==> config.mk <==
export PLATFORM = sky130hd
export DESIGN_NAME = frame_gain_rider_unit
export DESIGN_NICKNAME = d
export VERILOG_FILES = /design/src/rtl/core/fgr_pkg.sv /design/src/rtl/core/fgr_front.sv /design/src/rtl/core/fgr_back.sv /design/src/rtl/core/frame_gain_rider_unit.sv
export SDC_FILE = /design/constraint.sdc
export NUM_CORES = 2
export LEC_CHECK = 0
export BUFFER_PORTS_ARGS = -buffer_cell sky130_fd_sc_hd__buf_2
export CORE_MARGIN = 4
export CORE_UTILIZATION = 57
export DETAILED_ROUTE_END_ITERATION = 8
export PLACE_DENSITY = 0.74
export SLEW_MARGIN = 40
export SYNTH_ARGS = -nofsm -noshare
export SYNTH_HDL_FRONTEND = slang
export SYNTH_SLANG_ARGS = --single-unit
==> constraint.sdc <==
create_clock -name clk -period 17.8 [get_ports clk]
set_clock_uncertainty 0.15 [all_clocks]
set_input_delay 2.67 -clock clk [delete_from_list [all_inputs] [get_ports clk]]
set_output_delay 2.67 -clock clk [all_outputs]
set_load 0.03 [all_outputs]
==> src/rtl/core/fgr_pkg.sv <==
// shared types and constants for the frame gain rider
`timescale 1ns / 1ps
package fgr_pkg;

	localparam int MAX_CHANNELS = 8;
	localparam int SAMPLE_BITS  = 16;
	localparam int CNT_BITS     = 4;
	localparam int GAIN_BITS    = 24;
	localparam int LEVEL_BITS   = 15;
	localparam int RATE_BITS    = 16;

	localparam logic [GAIN_BITS-1:0] GAIN_MAX   = 24'hFFFFFF;
	localparam logic [GAIN_BITS-1:0] UNITY_GAIN = 24'h010000;

	// register indexes
	localparam logic [1:0] REG_CHANNEL_COUNT  = 2'd0;
	localparam logic [1:0] REG_TARGET_LEVEL   = 2'd1;
	localparam logic [1:0] REG_SMOOTHING_RATE = 2'd2;

	typedef logic signed [SAMPLE_BITS-1:0] sample_t;

	// one classified frame waiting for the back end
	typedef struct packed {
		logic [MAX_CHANNELS-1:0][SAMPLE_BITS-1:0] samp;
		logic [CNT_BITS-1:0]                      n;
		logic                                     silent;
	} frame_t;

endpackage

==> src/rtl/core/fgr_front.sv <==
// frame intake: lane masking, silence check and a two-entry queue
`timescale 1ns / 1ps
module fgr_front (
	input  logic                                      clk,
	input  logic                                      arst_n,
	input  logic                                      in_valid,
	output logic                                      in_stall,
	input  fgr_pkg::sample_t [fgr_pkg::MAX_CHANNELS-1:0] samples,
	input  logic [fgr_pkg::CNT_BITS-1:0]              channel_count,
	output logic                                      q_valid,
	output fgr_pkg::frame_t                           q_frame,
	input  logic                                      q_take
);
	import fgr_pkg::*;

	frame_t       mem_q [2];
	logic         wr_ptr_q;
	logic         rd_ptr_q;
	logic [1:0]   count_q;
	frame_t       entry;
	logic [CNT_BITS-1:0] n_eff;
	logic         push;
	logic         pop;

	always_comb begin
		if (channel_count == '0) begin
			n_eff = CNT_BITS'(1);
		end else if (channel_count > CNT_BITS'(MAX_CHANNELS)) begin
			n_eff = CNT_BITS'(MAX_CHANNELS);
		end else begin
			n_eff = channel_count;
		end
		entry.n = n_eff;
		entry.silent = 1'b1;
		for (int i = 0; i < MAX_CHANNELS; i++) begin
			if (CNT_BITS'(i) < n_eff) begin
				entry.samp[i] = samples[i];
			end else begin
				entry.samp[i] = '0;
			end
			if (entry.samp[i] != '0) begin
				entry.silent = 1'b0;
			end
		end
	end

	assign in_stall = (count_q == 2'd2);
	assign push     = in_valid && !in_stall;
	assign q_valid  = (count_q != 2'd0);
	assign pop      = q_valid && q_take;
	assign q_frame  = mem_q[rd_ptr_q];

	always_ff @(posedge clk) begin
		if (push) begin
			mem_q[wr_ptr_q] <= entry;
		end
	end

	always_ff @(posedge clk or negedge arst_n) begin
		if (!arst_n) begin
			wr_ptr_q <= 1'b0;
			rd_ptr_q <= 1'b0;
			count_q  <= 2'd0;
		end else begin
			if (push) begin
				wr_ptr_q <= !wr_ptr_q;
			end
			if (pop) begin
				rd_ptr_q <= !rd_ptr_q;
			end
			count_q <= count_q + {1'b0, push} - {1'b0, pop};
		end
	end

endmodule

==> src/rtl/core/fgr_back.sv <==
// gain sequencer: rms, target gain, smoothing and per-lane scaling
`timescale 1ns / 1ps
module fgr_back (
	input  logic                                      clk,
	input  logic                                      arst_n,
	input  logic                                      q_valid,
	input  fgr_pkg::frame_t                           q_frame,
	output logic                                      q_take,
	input  logic [fgr_pkg::LEVEL_BITS-1:0]            target_level,
	input  logic [fgr_pkg::RATE_BITS-1:0]             smoothing_rate,
	output logic                                      out_valid,
	input  logic                                      out_stall,
	output fgr_pkg::sample_t [fgr_pkg::MAX_CHANNELS-1:0] outs,
	output logic [fgr_pkg::GAIN_BITS-1:0]             applied_gain,
	output logic                                      silent_frame
);
	import fgr_pkg::*;

	localparam logic [3:0] ST_IDLE  = 4'd0;
	localparam logic [3:0] ST_SQ    = 4'd1;
	localparam logic [3:0] ST_DIV1  = 4'd2;
	localparam logic [3:0] ST_SQRT  = 4'd3;
	localparam logic [3:0] ST_DIV2  = 4'd4;
	localparam logic [3:0] ST_MULT  = 4'd5;
	localparam logic [3:0] ST_CLAMP = 4'd6;
	localparam logic [3:0] ST_SCALE = 4'd7;
	localparam logic [3:0] ST_DONE  = 4'd8;

	localparam int LANE_BITS = $clog2(MAX_CHANNELS);

	logic [3:0]            state_q;
	sample_t               samp_q [MAX_CHANNELS];
	sample_t               outs_q [MAX_CHANNELS];
	logic                  silent_q;
	logic [GAIN_BITS-1:0]  gain_q;
	logic [33:0]           acc_q;
	logic [5:0]            cnt_q;
	logic [LANE_BITS-1:0]  lane_q;
	logic [47:0]           num_q;
	logic [24:0]           rem_q;
	logic [23:0]           div_q;
	logic [23:0]           root_q;
	logic [24:0]           srem_q;
	logic [GAIN_BITS-1:0]  t_q;
	logic [24:0]           mag_q;
	logic                  neg_q;
	logic [24:0]           step_q;
	logic [CNT_BITS-1:0]   q_frame_n_q;

	// datapath
	logic signed [31:0]    sq;
	logic [24:0]           rsh;
	logic                  dge;
	logic [25:0]           srs;
	logic [25:0]           trial;
	logic                  sge;
	logic [23:0]           root_n;
	logic [GAIN_BITS-1:0]  t_sat;
	logic signed [25:0]    diff;
	logic [40:0]           sprod;
	logic signed [26:0]    gnew;
	logic signed [26:0]    tt;
	logic signed [26:0]    d2;
	logic signed [26:0]    gcl;
	logic [GAIN_BITS-1:0]  gfin;
	logic signed [40:0]    p;
	logic signed [40:0]    pr;
	logic signed [24:0]    rnd;
	sample_t               scaled;

	always_comb begin
		sq    = samp_q[lane_q] * samp_q[lane_q];
		rsh   = {rem_q[23:0], num_q[47]};
		dge   = rsh >= {1'b0, div_q};
		srs   = {srem_q[23:0], num_q[47:46]};
		trial = {root_q, 2'b01};
		sge   = srs >= trial;
		root_n = {root_q[22:0], sge};
		// quotient sits in num_q after the last step
		if (|num_q[46:23]) begin
			t_sat = GAIN_MAX;
		end else begin
			t_sat = {num_q[22:0], dge};
		end
		diff  = $signed({2'b0, t_sat}) - $signed({2'b0, gain_q});
		sprod = mag_q * smoothing_rate;
		tt    = $signed({3'b0, t_q});
		if (neg_q) begin
			gnew = $signed({3'b0, gain_q}) - $signed({2'b0, step_q});
		end else begin
			gnew = $signed({3'b0, gain_q}) + $signed({2'b0, step_q});
		end
		d2 = gnew - tt;
		if (d2 > 27'sd13107) begin
			gcl = tt + 27'sd13107;
		end else if (d2 < -27'sd13107) begin
			gcl = tt - 27'sd13107;
		end else begin
			gcl = gnew;
		end
		if (gcl < 27'sd0) begin
			gfin = '0;
		end else if (gcl > $signed({3'b0, GAIN_MAX})) begin
			gfin = GAIN_MAX;
		end else begin
			gfin = gcl[GAIN_BITS-1:0];
		end
		// round half up, then saturate to the sample range
		p   = samp_q[lane_q] * $signed({1'b0, gain_q});
		pr  = p + 41'sd32768;
		rnd = pr[40:16];
		if (rnd > 25'sd32767) begin
			scaled = 16'sh7FFF;
		end else if (rnd < -25'sd32768) begin
			scaled = 16'sh8000;
		end else begin
			scaled = rnd[15:0];
		end
	end

	assign q_take       = (state_q == ST_IDLE);
	assign out_valid    = (state_q == ST_DONE);
	assign applied_gain = gain_q;
	assign silent_frame = silent_q;

	always_comb begin
		for (int i = 0; i < MAX_CHANNELS; i++) begin
			outs[i] = outs_q[i];
		end
	end

	// payload registers
	always_ff @(posedge clk) begin
		unique case (state_q)
			ST_IDLE: begin
				for (int i = 0; i < MAX_CHANNELS; i++) begin
					samp_q[i] <= q_frame.samp[i];
					outs_q[i] <= q_frame.samp[i];
				end
				silent_q <= q_frame.silent;
				acc_q    <= '0;
				lane_q   <= '0;
			end
			ST_SQ: begin
				acc_q  <= acc_q + {2'b0, $unsigned(sq)};
				lane_q <= lane_q + 1'b1;
				cnt_q  <= '0;
				rem_q  <= '0;
				div_q  <= {20'b0, q_frame_n_q};
				if (lane_q == LANE_BITS'(MAX_CHANNELS - 1)) begin
					num_q <= {acc_q + {2'b0, $unsigned(sq)}, 14'b0};
				end
			end
			ST_DIV1, ST_DIV2: begin
				rem_q  <= dge ? rsh - {1'b0, div_q} : rsh;
				num_q  <= {num_q[46:0], dge};
				cnt_q  <= cnt_q + 1'b1;
				srem_q <= '0;
				root_q <= '0;
				t_q    <= t_sat;
				mag_q  <= diff[25] ? 25'(-diff) : diff[24:0];
				neg_q  <= diff[25];
				if (cnt_q == 6'd47) begin
					cnt_q <= '0;
				end
			end
			ST_SQRT: begin
				srem_q <= sge ? 25'(srs - trial) : srs[24:0];
				root_q <= root_n;
				num_q  <= {num_q[45:0], 2'b00};
				cnt_q  <= cnt_q + 1'b1;
				rem_q  <= '0;
				if (cnt_q == 6'd23) begin
					cnt_q <= '0;
					div_q <= (root_n == '0) ? 24'd1 : root_n;
					num_q <= {10'b0, target_level, 23'b0};
				end
			end
			ST_MULT: begin
				step_q <= sprod[40:16];
				lane_q <= '0;
			end
			ST_CLAMP: begin
				lane_q <= '0;
			end
			ST_SCALE: begin
				outs_q[lane_q] <= scaled;
				lane_q <= lane_q + 1'b1;
			end
			ST_DONE: begin
				lane_q <= '0;
			end
			default: begin
				lane_q <= '0;
			end
		endcase
	end

	// channel count of the frame in work
	always_ff @(posedge clk) begin
		if (state_q == ST_IDLE) begin
			q_frame_n_q <= q_frame.n;
		end
	end

	// control and the kept gain
	always_ff @(posedge clk or negedge arst_n) begin
		if (!arst_n) begin
			state_q <= ST_IDLE;
			gain_q  <= UNITY_GAIN;
		end else begin
			unique case (state_q)
				ST_IDLE: begin
					if (q_valid) begin
						state_q <= q_frame.silent ? ST_DONE : ST_SQ;
					end
				end
				ST_SQ: begin
					if (lane_q == LANE_BITS'(MAX_CHANNELS - 1)) begin
						state_q <= ST_DIV1;
					end
				end
				ST_DIV1: begin
					if (cnt_q == 6'd47) begin
						state_q <= ST_SQRT;
					end
				end
				ST_SQRT: begin
					if (cnt_q == 6'd23) begin
						state_q <= ST_DIV2;
					end
				end
				ST_DIV2: begin
					if (cnt_q == 6'd47) begin
						state_q <= ST_MULT;
					end
				end
				ST_MULT: begin
					state_q <= ST_CLAMP;
				end
				ST_CLAMP: begin
					gain_q  <= gfin;
					state_q <= ST_SCALE;
				end
				ST_SCALE: begin
					if (lane_q == LANE_BITS'(MAX_CHANNELS - 1)) begin
						state_q <= ST_DONE;
					end
				end
				ST_DONE: begin
					if (!out_stall) begin
						state_q <= ST_IDLE;
					end
				end
				default: begin
					state_q <= ST_IDLE;
				end
			endcase
		end
	end

endmodule

==> src/rtl/core/frame_gain_rider_unit.sv <==
// top level of the rms frame gain rider
//
// channel   | beat contents                      | handshake
// ----------+------------------------------------+------------------------
// in        | sample_ch0..sample_ch7             | in_valid / in_stall
// out       | out_ch0..out_ch7, applied_gain,    | out_valid / out_stall
//           | silent_frame                       |
// cfg       | cfg_index, cfg_data                | cfg_we, no wait
//
// the back end steps a frame through squaring of the eight lanes, a
// 48-step shared restoring divider run twice (mean square, then target gain),
// a 24-step square root, smoothing and clamp, and scaling of the eight lanes
// a silent frame skips these steps and goes straight to its output beat
// the front queue holds two frames, so two beats are taken while the back is busy
// a finished beat waits in its output registers until out_stall drops
// reset clears the queue, the sequencer and the kept gain (unity)
`timescale 1ns / 1ps
module frame_gain_rider_unit (
	input  logic        clk,
	input  logic        arst_n,
	input  logic        in_valid,
	output logic        in_stall,
	input  logic signed [15:0] sample_ch0,
	input  logic signed [15:0] sample_ch1,
	input  logic signed [15:0] sample_ch2,
	input  logic signed [15:0] sample_ch3,
	input  logic signed [15:0] sample_ch4,
	input  logic signed [15:0] sample_ch5,
	input  logic signed [15:0] sample_ch6,
	input  logic signed [15:0] sample_ch7,
	output logic        out_valid,
	input  logic        out_stall,
	output logic signed [15:0] out_ch0,
	output logic signed [15:0] out_ch1,
	output logic signed [15:0] out_ch2,
	output logic signed [15:0] out_ch3,
	output logic signed [15:0] out_ch4,
	output logic signed [15:0] out_ch5,
	output logic signed [15:0] out_ch6,
	output logic signed [15:0] out_ch7,
	output logic [23:0] applied_gain,
	output logic        silent_frame,
	input  logic        cfg_we,
	input  logic [1:0]  cfg_index,
	input  logic [15:0] cfg_data
);
	import fgr_pkg::*;

	// configuration registers
	logic [CNT_BITS-1:0]   channel_count_q;
	logic [LEVEL_BITS-1:0] target_level_q;
	logic [RATE_BITS-1:0]  smoothing_rate_q;

	always_ff @(posedge clk or negedge arst_n) begin
		if (!arst_n) begin
			channel_count_q  <= CNT_BITS'(1);
			target_level_q   <= LEVEL_BITS'(8192);
			smoothing_rate_q <= RATE_BITS'(655);
		end else if (cfg_we) begin
			unique case (cfg_index)
				REG_CHANNEL_COUNT:  channel_count_q  <= cfg_data[CNT_BITS-1:0];
				REG_TARGET_LEVEL:   target_level_q   <= cfg_data[LEVEL_BITS-1:0];
				REG_SMOOTHING_RATE: smoothing_rate_q <= cfg_data[RATE_BITS-1:0];
				default: begin
					// writes past the register list are dropped
				end
			endcase
		end
	end

	sample_t [MAX_CHANNELS-1:0] samples;
	sample_t [MAX_CHANNELS-1:0] outs;
	frame_t  q_frame;
	logic    q_valid;
	logic    q_take;

	assign samples = {sample_ch7, sample_ch6, sample_ch5, sample_ch4,
		sample_ch3, sample_ch2, sample_ch1, sample_ch0};

	// front: masks unused lanes, flags silence, queues the frame
	fgr_front u_front (
		.clk           (clk),
		.arst_n        (arst_n),
		.in_valid      (in_valid),
		.in_stall      (in_stall),
		.samples       (samples),
		.channel_count (channel_count_q),
		.q_valid       (q_valid),
		.q_frame       (q_frame),
		.q_take        (q_take)
	);

	// back: rms, target gain, smoothing, scaling, output hold
	fgr_back u_back (
		.clk            (clk),
		.arst_n         (arst_n),
		.q_valid        (q_valid),
		.q_frame        (q_frame),
		.q_take         (q_take),
		.target_level   (target_level_q),
		.smoothing_rate (smoothing_rate_q),
		.out_valid      (out_valid),
		.out_stall      (out_stall),
		.outs           (outs),
		.applied_gain   (applied_gain),
		.silent_frame   (silent_frame)
	);

	assign out_ch0 = outs[0];
	assign out_ch1 = outs[1];
	assign out_ch2 = outs[2];
	assign out_ch3 = outs[3];
	assign out_ch4 = outs[4];
	assign out_ch5 = outs[5];
	assign out_ch6 = outs[6];
	assign out_ch7 = outs[7];

endmodule

==> flow_metrics.tcl <==
set metrics [dict create \
    area_growth_pct 8.668 \
    netlist_top_cells_area "edfxtp_1, fa_1, ha_1, inv_1, nand2_1" \
    antenna_found_initial 11 \
    setup_tns_ns 0 \
    cts_inserted_buffers 91 \
    synth_area_sq_um 77340 \
    path_class "flop to flop" \
    syn_nets 9003 \
    crit_arrival_ns 11.39 \
    rsz0062_at_grt "no" \
    drt_wl_total_um 229200 \
    max_slew_margin_pct 39.89 \
    path_max_fanout 32 \
    dp_hpwl_um 174500 \
    fin_nets 9183 \
    run_status "finished clean" \
    hold_violations 0 \
    die_x_um 376.4 \
    final_cells 9497 \
    first_iter_violations 5206 \
    viasPerCell 6.050 \
    numPortBuffers 305 \
    drcViolationCount 0 \
    start_util_pct 57.66 \
    drive_gt1_share_pct 11.80 \
    grt_max_degree 87 \
    fin_util_pct 62.66 \
    post_cts_buffers 0 \
    dr.pass1.iters 6 \
    overflow 0 \
    vias 57456 \
    critical_path.most_common_cell "fa_1" \
    seq_area_frac_synth_pct 32.89 \
    final_max_slew_viol_count 0 \
    ys_types 103 \
    n_fill_cell 10765 \
    postRouteAntennaNets 0 \
    synthFlopType "edfxtp_1" \
    tightest_slew_ns 0.9016 \
    wl_per_cell_um 24.13 \
    htreeDepth 3 \
    async_flop_share_pct 7.800 \
    yosysTopAreaCellShare_pct 30.63 \
    holdCritPathClass "flop to flop" \
    track_usage_pct 32.60 \
    synth_top_area_cell "edfxtp_1" \
    io_pins 306 \
    cts.sinks 859 \
    rows 134 \
    critPathMaxStageDelay_ns 0.69 \
    maxCapViolCount 0 \
    cts_root_buf "clkbuf_16" \
    clockBufferDepth 3 \
    cts_tree "yes" \
    slowest_stage "clkinv_1" \
    grt_pass1_vias 59175 \
    insertion_delay_ns 0.78 \
    cts_hold_buf 0 \
    syn_avg_cell_area_sq_um 10.36 \
    place.gp.congestion 0.9700 \
    period_minus_slack_ns 11.09 \
    cp-start-kind "flop" \
    path_clk_slew_ns 0.06 \
    die-area_sq_um 141700 \
    synth_edf_count 789 \
    ys_ff_latch 859 \
    ctsResizeCount 0 \
    setup_viol 0 \
    core_sq_um 134100 \
    postSynthCellCount 7466 \
    hold_slack_ns 0.3480 \
    ys_warn_count 0 \
    crit_required_ns 18.09 \
    endpoint_kind "flop" \
    grt_first_pass_wirelength_um 350900 \
    fmax_ghz 0.09014 \
    dp.cells 9320 \
    fin_crit_sh_pct 62.33 \
    die_height_um 376.4 \
]
## layout by cell type (no fill, tap or decap), drive strengths merged, types with 14 or more instances in the layout
cell and instances:
a211o 16, a211oi 33, a21o 102, a21oi 331, a221oi 15, a22o 14, a22oi 22, a31oi 32
and2 202, and3 29, buf 399, clkbuf 105, clkinv 57, dfrtp 58, edfxtp 789, fa 868
ha 518, inv 1210, mux2 213, mux2i 74, mux4 32, nand2 731, nand2b 40, nand3 67
nand4 37, nor2 668, nor2b 88, nor3 90, nor4 53, o21a 32, o21ai 179, o21bai 28
o221ai 19, o22ai 21, o31ai 16, or2 22, or3 57, xnor2 161, xor2 76
## cell families (layout without fill, tap and decap cells)
group	Yosys count	count (layout)	share of synthesized area (%)
compound gates	990	990	8.326
xor+xnor	237	237	2.684
fa+ha+maj	1386	1386	30.85
buf+inv	1534	1791	7.498
flops	859	859	32.89
mux	319	319	4.995
other cells	0	6	0
simple gates	2141	2141	12.76
## synthesized netlist by cell type, types with 32 or more instances
cell,number
fa_1,868
edfxtp_1,789
nand2b_1,40
nand3_1,67
mux2_2,212
a21oi_1,331
nor2b_1,88
clkbuf_1,283
a21o_1,102
nor4_1,51
o21ai_0,169
a31oi_1,32
o21a_1,32
nand2_1,731
ha_1,518
mux2i_1,74
inv_1,1201
nor2_1,665
nand4_1,37
nor3_1,89
or3_1,56
dfrtp_1,58
mux4_2,32
xor2_1,76
xnor2_1,161
and2_1,200
## area by class of cell
cell class                 count  area, sq um  area share [%]
antenna                        6        15.01         0.01786
clock buffer                 105         2340           2.784
clock inverter                65        778.2          0.9260
inverter                    1222         4592           5.463
multi-input combinational   5073        46370           55.17
sequential                   859        25450           30.29
tap                         1768         2212           2.632
timing repair buffer         399         2290           2.724
## worst max-delay path: cells and delay by family, from the launching register on
kind | cells | cell delay (ns)
AOI/OAI and AO/OA | 12 | 2.69
muxes | 2 | 0.75
adders and majority gates | 8 | 3.50
and+or+nand+nor | 7 | 1.15
xor gates and xnor gates | 2 | 0.29
buffers and inverters | 8 | 1.90
DFF | 1 | 0.32
## final timing paths
kind                                                   start                                  end  cells past startpoint  slack [ns]
worst max-delay path                                    flop           u_back.num_q[47]$_DFFE_PP_                     39        6.71
worst min-delay path            u_front.count_q[1]$_DFF_PN0_         u_front.count_q[1]$_DFF_PN0_                      1        0.35
worst max register to register                          flop           u_back.num_q[47]$_DFFE_PP_                     39        6.71
worst min register to register  u_front.count_q[1]$_DFF_PN0_         u_front.count_q[1]$_DFF_PN0_                      1        0.35
max in group asynchronous                             arst_n         u_front.rd_ptr_q$_DFFE_PN0P_                      2       14.65
min in group asynchronous                             arst_n  u_back.applied_gain[23]$_DFFE_PN0P_                      1        1.79
## through the flow
stage	cell area [sq um]	setup slack, ns
after floorplan	77340	7.551
after global placement	80720	6.859
after detailed placement	80880	6.903
after CTS	83990	6.835
after global routing	84030	5.832
final	84050	6.706
## sequential cells by signal, summed over array words and instances, names as in the netlist, 16 cells and up, named ones only
| register | count |
|---|---|
| u_back.mag_q | 25 |
| u_back.srem_q | 24 |
| u_back.root_q | 24 |
| u_back.div_q | 24 |
| u_back.step_q | 25 |
| u_back.acc_q | 34 |
| u_back.outs_q | 128 |
| u_front.mem_q | 266 |
| u_back.num_q | 48 |
| u_back.t_q | 24 |
| u_back.applied_gain | 24 |
| smoothing_rate_q | 16 |
| u_back.rem_q | 24 |
| u_back.samp_q | 128 |
## routing by layer
| layer | vias to the layer above | GRT usage [%] | share of wire, % |
|---|---|---|---|
| met5 | - | 0 | 0.036 |
| met4 | 12 | 17.19 | 6.2 |
| met3 | 734 | 5.815 | 9.1 |
| met2 | 2944 | 54.68 | 48 |
| met1 | 28676 | 40.51 | 36 |
| li1 | 25090 | - | - |
Power is not shown: default switching activity piles up to over one toggle a cycle in this logic, so the estimate is an artifact.
